===== config.mk =====
export PLATFORM = sky130hd
export DESIGN_NAME = bounded_ordered_list_engine_core
export DESIGN_NICKNAME = d
export VERILOG_FILES = /design/src/rtl/bole_pkg.sv /design/src/rtl/bounded_ordered_list_engine_core.sv /design/src/rtl/bole_ram.sv
export SDC_FILE = /design/constraint.sdc
export NUM_CORES = 1
export LEC_CHECK = 0
export BUFFER_PORTS_ARGS = -buffer_cell sky130_fd_sc_hd__buf_2
export CAP_MARGIN = 20
export CORE_MARGIN = 2
export CORE_UTILIZATION = 36
export CTS_CLUSTER_DIAMETER = 120
export DETAILED_ROUTE_END_ITERATION = 6
export GPL_ROUTABILITY_DRIVEN = 0
export GPL_TIMING_DRIVEN = 0
export HOLD_SLACK_MARGIN = 0.12
export PLACE_DENSITY = 0.6
export SYNTH_ARGS = -nofsm -noshare
export SYNTH_HDL_FRONTEND = slang
export SYNTH_HIERARCHICAL = 1
export SYNTH_SLANG_ARGS = --single-unit
export TNS_END_PERCENT = 100

===== constraint.sdc =====
create_clock -name clk -period 10 [get_ports clk]
set_clock_uncertainty 0.2 [all_clocks]
set_input_delay 0.5 -clock clk [delete_from_list [all_inputs] [get_ports clk]]
set_output_delay 0.5 -clock clk [all_outputs]
set_load 0.005 [all_outputs]

===== src/rtl/bole_pkg.sv =====
`default_nettype none

package bole_pkg;

    // command codes
    localparam logic [2:0] CMD_INS_HEAD  = 3'd0;
    localparam logic [2:0] CMD_INS_TAIL  = 3'd1;
    localparam logic [2:0] CMD_INS_AFTER = 3'd2;
    localparam logic [2:0] CMD_DEL_HEAD  = 3'd3;
    localparam logic [2:0] CMD_DEL_TAIL  = 3'd4;
    localparam logic [2:0] CMD_DEL_VALUE = 3'd5;
    localparam logic [2:0] CMD_DISPLAY   = 3'd6;

    // result status codes
    localparam logic [1:0] ST_DONE      = 2'd0;
    localparam logic [1:0] ST_FULL      = 2'd1;
    localparam logic [1:0] ST_NOT_FOUND = 2'd2;
    localparam logic [1:0] ST_ELEMENT   = 2'd3;

    localparam int unsigned DATA_W = 32;

    typedef logic [DATA_W-1:0] data_t;

    typedef enum logic [2:0] {
        S_IDLE,
        S_SEARCH,
        S_SHIFT_UP,
        S_SHIFT_DOWN,
        S_DISPLAY
    } state_t;

endpackage

`default_nettype wire


===== src/rtl/bounded_ordered_list_engine_core.sv =====
`default_nettype none

// Ordered list of up to CAPACITY signed 32-bit values, held head to tail in
// one single-port-write, registered-read RAM.
// A request is taken at a rising edge with start high and busy low; command,
// search_key and operand_value are sampled at that edge. Results appear on
// status, element, list_length and final_item for exactly one cycle, marked
// by result_valid; the receiver has no way to hold them off.
// Request handling, with N the number of entries held:
//   insert at tail, delete at tail, unused code, any failing request on an
//   empty or full list: result in the cycle after the request
//   insert at head, delete at head: RAM shift sweep over the list
//   insert after key / delete value: key scan of up to N entries, then a
//   shift sweep over the entries behind the match
//   display: elements head to tail, one per cycle
// The RAM read latency sets the pace: the scan and the shift each move one
// entry per cycle. busy stays high until the last result is issued; the next
// request may be taken in the cycle the last result is shown.
// Reset clears the entry count and control state; RAM contents need no clearing pass.
module bounded_ordered_list_engine_core
    import bole_pkg::*;
#(
    parameter int CAPACITY = 16
) (
    input  wire logic                                clk,
    input  wire logic                                rst_n,
    input  wire logic                                start,
    output logic                                     busy,
    input  wire logic [2:0]                          command,
    input  wire logic signed [31:0]                  search_key,
    input  wire logic signed [31:0]                  operand_value,
    output logic                                     result_valid,
    output logic [1:0]                               status,
    output logic signed [31:0]                       element,
    output logic [$clog2(CAPACITY + 1)-1:0]          list_length,
    output logic                                     final_item
);

    localparam int AW = (CAPACITY > 1) ? $clog2(CAPACITY) : 1;
    localparam int CW = $clog2(CAPACITY + 1);
    localparam logic [CW-1:0] CAP_C = CW'(CAPACITY);

    state_t          state_reg, state_next;
    logic [2:0]      cmd_reg, cmd_next;
    data_t           key_reg, key_next;
    data_t           val_reg, val_next;
    logic [CW-1:0]   count_reg, count_next;
    logic [CW-1:0]   ptr_reg, ptr_next;
    logic [AW-1:0]   pidx_reg, pidx_next;
    logic [AW-1:0]   pos_reg, pos_next;
    logic            pend_reg, pend_next;
    logic            more_reg, more_next;

    logic            res_vld_reg, res_vld_next;
    logic [1:0]      res_status_reg, res_status_next;
    data_t           res_elem_reg, res_elem_next;
    logic [CW-1:0]   res_len_reg, res_len_next;
    logic            res_final_reg, res_final_next;

    logic            ram_we;
    logic [AW-1:0]   ram_waddr;
    data_t           ram_wdata;
    logic [AW-1:0]   ram_raddr;
    data_t           ram_rdata;

    logic [CW-1:0]   count_m1;
    logic            full;
    logic            pidx_last;
    data_t           target;

    bole_ram #(
        .WIDTH (DATA_W),
        .DEPTH (1 << AW)
    ) u_ram (
        .clk   (clk),
        .we    (ram_we),
        .waddr (ram_waddr),
        .wdata (ram_wdata),
        .raddr (ram_raddr),
        .rdata (ram_rdata)
    );

    assign count_m1  = count_reg - CW'(1);
    assign full      = (count_reg == CAP_C);
    assign pidx_last = (CW'(pidx_reg) == count_m1);
    assign target    = (cmd_reg == CMD_INS_AFTER) ? key_reg : val_reg;

    // control state
    always_ff @(posedge clk or negedge rst_n)
    begin
        if (!rst_n)
        begin
            state_reg   <= S_IDLE;
            count_reg   <= '0;
            pend_reg    <= 1'b0;
            more_reg    <= 1'b0;
            res_vld_reg <= 1'b0;
        end
        else
        begin
            state_reg   <= state_next;
            count_reg   <= count_next;
            pend_reg    <= pend_next;
            more_reg    <= more_next;
            res_vld_reg <= res_vld_next;
        end
    end

    // payload and pointers
    always_ff @(posedge clk)
    begin
        cmd_reg        <= cmd_next;
        key_reg        <= key_next;
        val_reg        <= val_next;
        ptr_reg        <= ptr_next;
        pidx_reg       <= pidx_next;
        pos_reg        <= pos_next;
        res_status_reg <= res_status_next;
        res_elem_reg   <= res_elem_next;
        res_len_reg    <= res_len_next;
        res_final_reg  <= res_final_next;
    end

    // sequencer: next state, RAM access and results
    always_comb
    begin
        state_next      = state_reg;
        cmd_next        = cmd_reg;
        key_next        = key_reg;
        val_next        = val_reg;
        count_next      = count_reg;
        ptr_next        = ptr_reg;
        pidx_next       = pidx_reg;
        pos_next        = pos_reg;
        pend_next       = pend_reg;
        more_next       = more_reg;

        ram_we          = 1'b0;
        ram_waddr       = '0;
        ram_wdata       = val_reg;
        ram_raddr       = ptr_reg[AW-1:0];

        res_vld_next    = 1'b0;
        res_status_next = ST_DONE;
        res_elem_next   = '0;
        res_final_next  = 1'b1;

        unique case (state_reg)
            S_IDLE:
            begin
                if (start)
                begin
                    cmd_next  = command;
                    key_next  = data_t'(search_key);
                    val_next  = data_t'(operand_value);
                    pend_next = 1'b0;
                    more_next = 1'b0;
                    ptr_next  = '0;
                    unique case (command)
                        CMD_INS_HEAD:
                        begin
                            if (full)
                            begin
                                res_vld_next    = 1'b1;
                                res_status_next = ST_FULL;
                            end
                            else if (count_reg == '0)
                            begin
                                ram_we          = 1'b1;
                                ram_waddr       = '0;
                                ram_wdata       = data_t'(operand_value);
                                count_next      = count_reg + CW'(1);
                                res_vld_next    = 1'b1;
                            end
                            else
                            begin
                                state_next = S_SHIFT_UP;
                                pos_next   = '0;
                                ptr_next   = count_m1;
                                more_next  = 1'b1;
                            end
                        end
                        CMD_INS_TAIL:
                        begin
                            if (full)
                            begin
                                res_vld_next    = 1'b1;
                                res_status_next = ST_FULL;
                            end
                            else
                            begin
                                ram_we       = 1'b1;
                                ram_waddr    = count_reg[AW-1:0];
                                ram_wdata    = data_t'(operand_value);
                                count_next   = count_reg + CW'(1);
                                res_vld_next = 1'b1;
                            end
                        end
                        CMD_INS_AFTER:
                        begin
                            if (full)
                            begin
                                res_vld_next    = 1'b1;
                                res_status_next = ST_FULL;
                            end
                            else if (count_reg == '0)
                            begin
                                res_vld_next    = 1'b1;
                                res_status_next = ST_NOT_FOUND;
                            end
                            else
                            begin
                                state_next = S_SEARCH;
                            end
                        end
                        CMD_DEL_HEAD:
                        begin
                            if (count_reg == '0)
                            begin
                                res_vld_next    = 1'b1;
                                res_status_next = ST_NOT_FOUND;
                            end
                            else if (count_reg == CW'(1))
                            begin
                                count_next   = '0;
                                res_vld_next = 1'b1;
                            end
                            else
                            begin
                                state_next = S_SHIFT_DOWN;
                                pos_next   = '0;
                                ptr_next   = CW'(1);
                                more_next  = 1'b1;
                            end
                        end
                        CMD_DEL_TAIL:
                        begin
                            res_vld_next = 1'b1;
                            if (count_reg == '0)
                            begin
                                res_status_next = ST_NOT_FOUND;
                            end
                            else
                            begin
                                count_next = count_m1;
                            end
                        end
                        CMD_DEL_VALUE:
                        begin
                            if (count_reg == '0)
                            begin
                                res_vld_next    = 1'b1;
                                res_status_next = ST_NOT_FOUND;
                            end
                            else
                            begin
                                state_next = S_SEARCH;
                            end
                        end
                        CMD_DISPLAY:
                        begin
                            if (count_reg == '0)
                            begin
                                res_vld_next    = 1'b1;
                                res_status_next = ST_NOT_FOUND;
                            end
                            else
                            begin
                                state_next = S_DISPLAY;
                            end
                        end
                        default:
                        begin
                            res_vld_next = 1'b1;
                        end
                    endcase
                end
            end

            // scan from the head for the first matching entry
            S_SEARCH:
            begin
                if (pend_reg && (ram_rdata == target))
                begin
                    pend_next = 1'b0;
                    if (cmd_reg == CMD_INS_AFTER)
                    begin
                        if (pidx_last)
                        begin
                            ram_we       = 1'b1;
                            ram_waddr    = pidx_reg + AW'(1);
                            count_next   = count_reg + CW'(1);
                            res_vld_next = 1'b1;
                            state_next   = S_IDLE;
                        end
                        else
                        begin
                            state_next = S_SHIFT_UP;
                            pos_next   = pidx_reg + AW'(1);
                            ptr_next   = count_m1;
                            more_next  = 1'b1;
                        end
                    end
                    else
                    begin
                        if (pidx_last)
                        begin
                            count_next   = count_m1;
                            res_vld_next = 1'b1;
                            state_next   = S_IDLE;
                        end
                        else
                        begin
                            state_next = S_SHIFT_DOWN;
                            pos_next   = pidx_reg;
                            ptr_next   = CW'(pidx_reg) + CW'(1);
                            more_next  = 1'b1;
                        end
                    end
                end
                else if (pend_reg && pidx_last)
                begin
                    pend_next       = 1'b0;
                    res_vld_next    = 1'b1;
                    res_status_next = ST_NOT_FOUND;
                    state_next      = S_IDLE;
                end
                else if (ptr_reg < count_reg)
                begin
                    pend_next = 1'b1;
                    pidx_next = ptr_reg[AW-1:0];
                    ptr_next  = ptr_reg + CW'(1);
                end
                else
                begin
                    pend_next = 1'b0;
                end
            end

            // move entries one place towards the tail, then drop the new value in
            S_SHIFT_UP:
            begin
                if (pend_reg)
                begin
                    ram_we    = 1'b1;
                    ram_waddr = pidx_reg + AW'(1);
                    ram_wdata = ram_rdata;
                end
                if (more_reg)
                begin
                    pend_next = 1'b1;
                    pidx_next = ptr_reg[AW-1:0];
                    if (ptr_reg[AW-1:0] == pos_reg)
                    begin
                        more_next = 1'b0;
                    end
                    else
                    begin
                        ptr_next = ptr_reg - CW'(1);
                    end
                end
                else
                begin
                    pend_next = 1'b0;
                end
                if (!more_reg && !pend_reg)
                begin
                    ram_we       = 1'b1;
                    ram_waddr    = pos_reg;
                    ram_wdata    = val_reg;
                    count_next   = count_reg + CW'(1);
                    res_vld_next = 1'b1;
                    state_next   = S_IDLE;
                end
            end

            // move entries behind the removed one place towards the head
            S_SHIFT_DOWN:
            begin
                if (pend_reg)
                begin
                    ram_we    = 1'b1;
                    ram_waddr = pidx_reg - AW'(1);
                    ram_wdata = ram_rdata;
                end
                if (more_reg)
                begin
                    pend_next = 1'b1;
                    pidx_next = ptr_reg[AW-1:0];
                    if (ptr_reg == count_m1)
                    begin
                        more_next = 1'b0;
                    end
                    else
                    begin
                        ptr_next = ptr_reg + CW'(1);
                    end
                end
                else
                begin
                    pend_next = 1'b0;
                end
                if (!more_reg && !pend_reg)
                begin
                    count_next   = count_m1;
                    res_vld_next = 1'b1;
                    state_next   = S_IDLE;
                end
            end

            // stream entries head to tail, one per cycle
            S_DISPLAY:
            begin
                if (pend_reg)
                begin
                    res_vld_next    = 1'b1;
                    res_status_next = ST_ELEMENT;
                    res_elem_next   = ram_rdata;
                    res_final_next  = pidx_last;
                    if (pidx_last)
                    begin
                        state_next = S_IDLE;
                    end
                end
                if (ptr_reg < count_reg)
                begin
                    pend_next = 1'b1;
                    pidx_next = ptr_reg[AW-1:0];
                    ptr_next  = ptr_reg + CW'(1);
                end
                else
                begin
                    pend_next = 1'b0;
                end
            end

            default:
            begin
                state_next = S_IDLE;
            end
        endcase

        res_len_next = count_next;
    end

    // outputs
    assign busy         = (state_reg != S_IDLE);
    assign result_valid = res_vld_reg;
    assign status       = res_status_reg;
    assign element      = res_elem_reg;
    assign list_length  = res_len_reg;
    assign final_item   = res_final_reg;

endmodule

`default_nettype wire


===== src/rtl/bole_ram.sv =====
`default_nettype none

module bole_ram #(
    parameter int WIDTH = 32,
    parameter int DEPTH = 16
) (
    input  wire logic                             clk,
    input  wire logic                             we,
    input  wire logic [$clog2(DEPTH > 1 ? DEPTH : 2)-1:0] waddr,
    input  wire logic [WIDTH-1:0]                 wdata,
    input  wire logic [$clog2(DEPTH > 1 ? DEPTH : 2)-1:0] raddr,
    output logic      [WIDTH-1:0]                 rdata
);

    logic [WIDTH-1:0] mem [DEPTH];

    // one write port, one registered read port
    always_ff @(posedge clk)
    begin
        if (we)
        begin
            mem[waddr] <= wdata;
        end
        rdata <= mem[raddr];
    end

endmodule

`default_nettype wire


==> flow_summary_export.csv, run 1 <==
group,metric,value,unit
run_status,status,"finished with violations",
run_status,violations,"design-rule violations",
clocking,cts_max_path_buffers,3,
power,powerDensity,286,mW/mm2
floorplanning,fp.dieH,283,um
synth,synth_top_family_by_area,"multiplexers",
finish,final_util,43.8,%
critical_path,crit_fanout,17,
floorplanning,num_rows,102,
placed_design,dpl.hpwl,57.5,mm
routing,via_count,18057,
sta,slew_violations,0,
placed_design,pre_cts_ws,4.07,ns
job,cap_violations,0,
critical_path,criticalPathCategory,"reg2reg",
synth,synthMuxAreaShare,11.5,%
sta,clock.fmax,164,MHz
grt,grt-ovfl-total,0,
sta,fin_hold_ws,0.269,ns
critical_path,slowest_delay,0.78,ns
clocking,cts_tree,"done",
critical_path,worst-path-buf-inv,2,
clocking,htreeDepth,3,
synth,ys_types,75,
sta,slew-limit-headroom,23.3,%
routing,ant_nets,0,
floorplanning,core_area,0.0773,mm2
sta,hold_violations,0,
sta,setup_tns,0,ns
sta,rsz0062_at_grt,"no",
sta,min_period,6.11,ns
clocking,cts_resized,0,
clocking,cts_setup_buffers,0,
synth,syn_avg_cell_area,16.2,um2
synth,syn_area,0.0281,mm2
critical_path,cp_cell_sequence,"inv_1, ha_1, nor3b_1, xnor2_1, nand4_1, or2_2, nor2_1, nand3_1, a22oi_1, nand2_1, nor2_4, buf_12",
grt,grt_use_met2,31.9,%
floorplanning,initial_core_util,36.3,%
grt,grt_use_total,20.7,%
synth,syn_inst,1738,
finish,layout.nets,2137,
floorplanning,ios,112,
synth,synth_xor_area_share,1.92,%
routing,drt-total-wl,84.3,mm
synth,ys_seq_area_share,69.4,%
routing,drc,2,
grt,grt_start_max_net_pins,59,
synth,synth-adder-area-share,0.668,%
floorplanning,die-width,283,um
sta,worst_slack,3.89,ns
synth,yosys.area_share.simple,7.27,%
routing,drtIter0Drc,2638,
sta,worst_pin_slew,1.12,ns
power,leakagePower,11.4,nW
synth,ys.flop_type,"edfxtp_1",
clocking,root_buffer,"clkbuf_16",
finish,largest_register_ffs,512,
critical_path,worstPathArrival,6.22,ns
min_path,holdCritPathClass,"in2reg",
routing,vias_per_cell,5.72,
grt,top_usage_layer,"met2",
clocking,clk_pin_slew_worst_paths,0.06,ns
finish,drive_gt1_share,21.9,%
power,peakVddDrop,0.163,mV
grt,use_met1,28.8,%
placed_design,dp.cells,2932,
synth,synth_top_area_share,63.3,%
placed_design,port_buffers,111,
finish,area_growth,20.6,%
routing,firstDrtPassIters,7,
grt,grt_pass1_vias,17457,
synth,ys_seq_elements,675,
routing,wire_per_inst,26.7,um
synth,ys_async_sr_fraction,1.63,%
clocking,cts.sink_count,675,
synth,synth_edf_count,592,
clocking,clock_latency,0.64,ns
critical_path,endpoint_kind,"flop",
clocking,cts_buffers,74,
placed_design,place_area,0.0306,mm2
critical_path,start_kind,"flop",
finish,finalNonFillerCells,3155,
grt,met3_usage,5.02,%
grt,antenna_found_initial,0,
critical_path,cp_top_family,"simple AND/OR/NAND/NOR gates",
grt,grt_pass1_wl,121,mm
finish,regMostFlops,"u_ram/mem",
synth,yosysWarningCount,6,
floorplanning,dieArea,0.0802,mm2
critical_path,crit_slowest_cell,"nor2_4",
sta,timing.final.crit_share,61.1,%
finish,mostFrequentLayoutCells,"edfxtp_1, mux4_2, nand2_1, buf_2, clkbuf_1",
synth,synth_compound_area_share,6.97,%
critical_path,cp.required,10.11,ns
finish,final_cell_area,0.0339,mm2
finish,nFillCells,6887,
finish,final_common_cell,"edfxtp_1",
synth,synthTopCellsByArea,"edfxtp_1, mux4_2, dfxtp_1",
synth,yosys.area.top_type,"edfxtp_1",
power,total_power,9.69,mW
sta,setup_viol_count_final,0,
synth,syn_nets,1823,
[final timing paths]
path                                         start                           to  slack, ns  cells after the start
max in group asynchronous                    rst_n       count_reg[0]$_DFF_PN0_       8.41                      3
setup / recovery            count_reg[0]$_DFF_PN0_  u_ram/mem[11][29]$_DFFE_PP_       3.89                     12
hold reg to reg            u_ram/rdata[23]$_DFF_P_       element[23]$_SDFF_PN0_       0.37                      1
hold / removal                               start         pend_reg$_DFFE_PN0P_       0.27                      3
min in group asynchronous                    rst_n     state_reg[0]$_DFFE_PN0P_       0.77                      3
setup reg to reg            count_reg[0]$_DFF_PN0_  u_ram/mem[11][29]$_DFFE_PP_       3.89                     12
[layout make-up]
type	count	area [um2]	share of cell area [%]
Timing Repair Buffer	238	1930	5.70
Tap cell	1040	1300	3.84
Multi-Input combinational cell	912	8080	23.9
Clock inverter	44	439	1.30
Sequential cell	675	19500	57.6
Buffer	106	452	1.33
Inverter	45	169	0.499
Antenna cell	1	2.50	0.00739
Clock buffer	94	2000	5.90
[where the power goes]
part	switching, mW	internal [mW]	total [mW]
Clock	1.14	1.56	2.70
Combinational	1.89	1.19	3.08
Sequential	0.275	3.63	3.90
[kinds of logic after synthesis]
group,Yosys count
AO/OA/AOI/OAI,269
adder cells (fa/ha/maj),15
AND/OR/NAND/NOR,404
XOR/XNOR,60
flip-flops,675
buffers and inverters,151
multiplexers,164
[synthesized netlist by cell type, types with 4 or more instances]
cell,instances
mux2i_1,36
xor2_1,14
a22oi_1,79
ha_1,15
nor4_1,6
nor2b_1,8
nand3b_1,6
o211ai_1,27
mux4_2,128
inv_1,44
xnor2_1,45
o21ai_0,34
a221oi_1,5
nand2_1,127
buf_4,10
nor3_1,28
a31oi_1,10
o311ai_0,4
a2111oi_0,4
nor3b_1,4
nand4_1,10
a211oi_1,8
and3_1,9
nand3_1,64
a32oi_1,14
buf_1,16
nor2_1,57
o221ai_1,9
edfxtp_1,592
dfxtp_1,72
clkbuf_1,70
buf_2,10
o21a_1,4
and2_1,35
nand2b_1,25
o22ai_1,4
a222oi_1,5
dfrtp_1,11
a21oi_1,27
[metal layers]
layer	part of all wire [%]	routed length (um)	up-vias
met3	11	9150	195
met2	45	38200	1143
li1	-	-	7571
met5	0	0	-
met4	3.3	2770	0
met1	41	34300	9148
[worst min-delay path: stages]
cell and delay [ns]:
buf_2 0.17, o21ai_0 0.24, a32o_1 0.14
[what timing repair did]
action | in CTS | in global routing
hold endpoints to repair | 78 | 0
hold buffers | 69 | 0
endpoints found under the setup margin | 0 | 0
Power figures use the tool's default switching activity.
==> run 2: changes to the inputs <==
--- a/config.mk
+++ b/config.mk
@@ -5,6 +5,7 @@
 export SDC_FILE = /design/constraint.sdc
 export NUM_CORES = 1
 export LEC_CHECK = 0
+export ABC_AREA = 1
 export BUFFER_PORTS_ARGS = -buffer_cell sky130_fd_sc_hd__buf_2
 export CAP_MARGIN = 20
 export CORE_MARGIN = 2
==> constraint.sdc (replaced) <==
create_clock -name clk -period 6.3 [get_ports clk]
set_clock_uncertainty 0.2 [all_clocks]
set_input_delay 0.315 -clock clk [delete_from_list [all_inputs] [get_ports clk]]
set_output_delay 0.315 -clock clk [all_outputs]
set_load 0.005 [all_outputs]
==> run 2 against run 1 <==
  * The run now ends clean
  * Sequential cell count unchanged
  * Die area increased by 12%
  * Sequential power increased by 72%
  * Critical path depth increased by 6
  * Synthesized cell count increased by 92%
  * Cell area increased by 10%
==> flow_summary_export.csv, run 2 <==
group,metric,value,unit
critical_path,path_depth,18,
critical_path,worstPathArrival,5.12,ns
routing,highest-signal-layer,"met4",
sta,setup_viol_count_final,0,
critical_path,cp_top_family,"simple AND/OR/NAND/NOR gates",
routing,wl_met1,41.5,mm
clocking,cts_buffers,74,
grt,grt-ovfl-total,0,
grt,antenna_found_initial,4,
synth,ys_types,54,
job,cap_violations,0,
clocking,cts_resized,0,
grt,grt_pass1_wl,151,mm
routing,drt-total-wl,104,mm
routing,met3_length,9.70,mm
finish,seqCellArea,0.0195,mm2
critical_path,crit_slowest_cell,"nor2_4",
sta,rsz0062_at_grt,"no",
min_path,min_from,"search_key[30]",
critical_path,endpoint_kind,"flop",
synth,yosys.area.top_type,"edfxtp_1",
sta,min_period,5.00,ns
finish,final_util,43.2,%
clocking,cts.sink_count,675,
synth,yosysMostFrequentCell,"nand2_1",
clocking,root_buffer,"clkbuf_16",
synth,synth_top_area_share,56.6,%
clocking,htreeDepth,3,
power,total_power,19.0,mW
synth,ys_async_sr_fraction,1.63,%
critical_path,startpoint,"count_reg[0]$_DFF_PN0_",
placed_design,port_buffers,111,
placed_design,dpl.hpwl,72.4,mm
clocking,cts_tree,"done",
finish,largest_register_ffs,512,
floorplanning,fp.dieH,299,um
synth,syn_area,0.0314,mm2
grt,grt_use_total,22.8,%
finish,multiInputGateArea,0.00914,mm2
sta,hold_violations,0,
synth,ys_seq_elements,675,
power,leakagePower,16.1,nW
min_path,holdCritPathClass,"in2reg",
synth,syn_nets,3429,
floorplanning,initial_core_util,36.3,%
critical_path,cp.required,6.42,ns
finish,regMostFlops,"u_ram/mem",
critical_path,cp_cell_sequence,"inv_2, ha_1, inv_1, nand2_1, nand2_2, inv_2, nand2_1, nand2_1, nor2_2, nand2_2, nor2_4, inv_2, nor2_1, inv_2, o31ai_1, nand2_1, nor2_4, buf_12",
clocking,cts_max_path_buffers,3,
clocking,clk_pin_slew_worst_paths,0.06,ns
finish,mostFrequentLayoutCells,"nand2_1, edfxtp_1, inv_1, nand3_1, buf_2",
routing,drtIter0Drc,2715,
synth,ys.flop_type,"edfxtp_1",
routing,wire_per_inst,21.3,um
floorplanning,core_area,0.0866,mm2
sta,worst_pin_slew,1.13,ns
clocking,clock_latency,0.64,ns
finish,layout.nets,3726,
routing,drc,0,
run_status,status,"finished, final reports clean",
min_path,hold_depth,2,
routing,dr_wl_met2,48.2,mm
synth,yosysWarningCount,6,
sta,clock.fmax,200,MHz
finish,diodes,0,
critical_path,crit_fanout,17,
synth,ys_seq_area_share,62.0,%
finish,final_common_cell,"nand2_1",
critical_path,criticalPathCategory,"reg2reg",
floorplanning,die-width,299,um
synth,syn_avg_cell_area,9.40,um2
synth,synth_edf_count,592,
grt,grt_start_max_net_pins,26,
finish,nFillCells,8173,
floorplanning,ios,112,
synth,synth_top_cells_by_count,"nand2_1, edfxtp_1, inv_1, nand3_1, nor2_1",
synth,syn_inst,3344,
finish,area_growth,19.0,%
routing,via_count,24623,
critical_path,start_kind,"flop",
sta,slew_violations,0,
sta,timing.final.crit_share,79.3,%
clocking,cts_setup_buffers,0,
sta,fin_hold_ws,0.203,ns
routing,ant_nets,0,
sta,slew-limit-headroom,24.8,%
critical_path,worstRegToRegCells,18,
routing,vias_per_cell,5.07,
critical_path,slowest_delay,0.77,ns
critical_path,worst-path-buf-inv,6,
power,peakVddDrop,0.289,mV
clocking,ctsHoldBuffers,70,
finish,drive_gt1_share,11.6,%
critical_path,r2r_start,"count_reg[0]$_DFF_PN0_",
power,powerDensity,508,mW/mm2
routing,firstDrtPassIters,5,
floorplanning,num_rows,108,
synth,synthTopCellsByArea,"edfxtp_1, nand2_1, nand3_1",
floorplanning,dieArea,0.0897,mm2
grt,grt_pass1_vias,23253,
[run 2: cell types whose count changed in the layout (fill, tap and decap cells not counted), sizes merged, moves of 41 or more]
| cell | change |
|---|---|
| mux4 | -128 |
| nand3 | +439 |
| nor2 | +98 |
| inv | +508 |
| a22oi | -79 |
| nand2 | +910 |
| buf | +68 |
| xnor2 | -41 |
[run 2: cell families after synthesis]
group / Yosys count / synth area share [%]
AOI/OAI and AO/OA: 201 / 4.07
adders and majority gates: 15 / 0.597
xor gates and xnor gates: 17 / 0.474
DFF: 675 / 62.0
and+or+nand+nor: 1722 / 23.1
buffers and inverters: 714 / 9.76
[run 2: layout make-up]
class / instances / share of cell area [%]
tap: 1155 / 3.87
inverter: 559 / 5.64
multi-input combinational: 1955 / 24.4
clock buffer: 94 / 5.52
timing repair buffer: 221 / 4.86
buffer: 155 / 2.57
clock inverter: 42 / 0.961
sequential: 675 / 52.2
[run 2: metal layers]
metal | vias to the layer above | global-route usage (%)
met4 | 0 | 9.77
met2 | 1286 | 37.5
met3 | 216 | 3.77
met1 | 11601 | 29.9
met5 | - | 0
li1 | 11520 | -
[run 2: report_power, final]
group          switching [mW]  internal, mW  total (mW)
Sequential              0.363          6.33        6.69
Combinational            5.84          2.14        7.98
Clock                    1.83          2.49        4.32
Total                    8.03          11.0        19.0
[run 2: metrics by stage]
stage	setup TNS (ns)	std cells	instance area (um2)	worst slack, ns
5_1_grt	0	4856	37400	1.05
6_report	0	4856	37400	1.30
4_1_cts	0	4856	37400	1.41
3_5_place_dp	0	4650	34300	1.45
2_1_floorplan	0	3344	31400	0.918
3_3_place_gp	-1273.77	4610	33400	-2.72
[run 2: final timing paths]
check                                              to  slack [ns]
setup reg to reg           u_ram/mem[3][19]$_DFFE_PP_        1.30
max in group asynchronous      result_valid$_DFF_PN0_        4.92
min in group asynchronous    state_reg[1]$_DFFE_PN0P_        0.56
hold / removal                  key_reg[30]$_DFFE_PP_        0.20
setup / recovery           u_ram/mem[3][19]$_DFFE_PP_        1.30
hold reg to reg                element[25]$_SDFF_PN0_        0.30
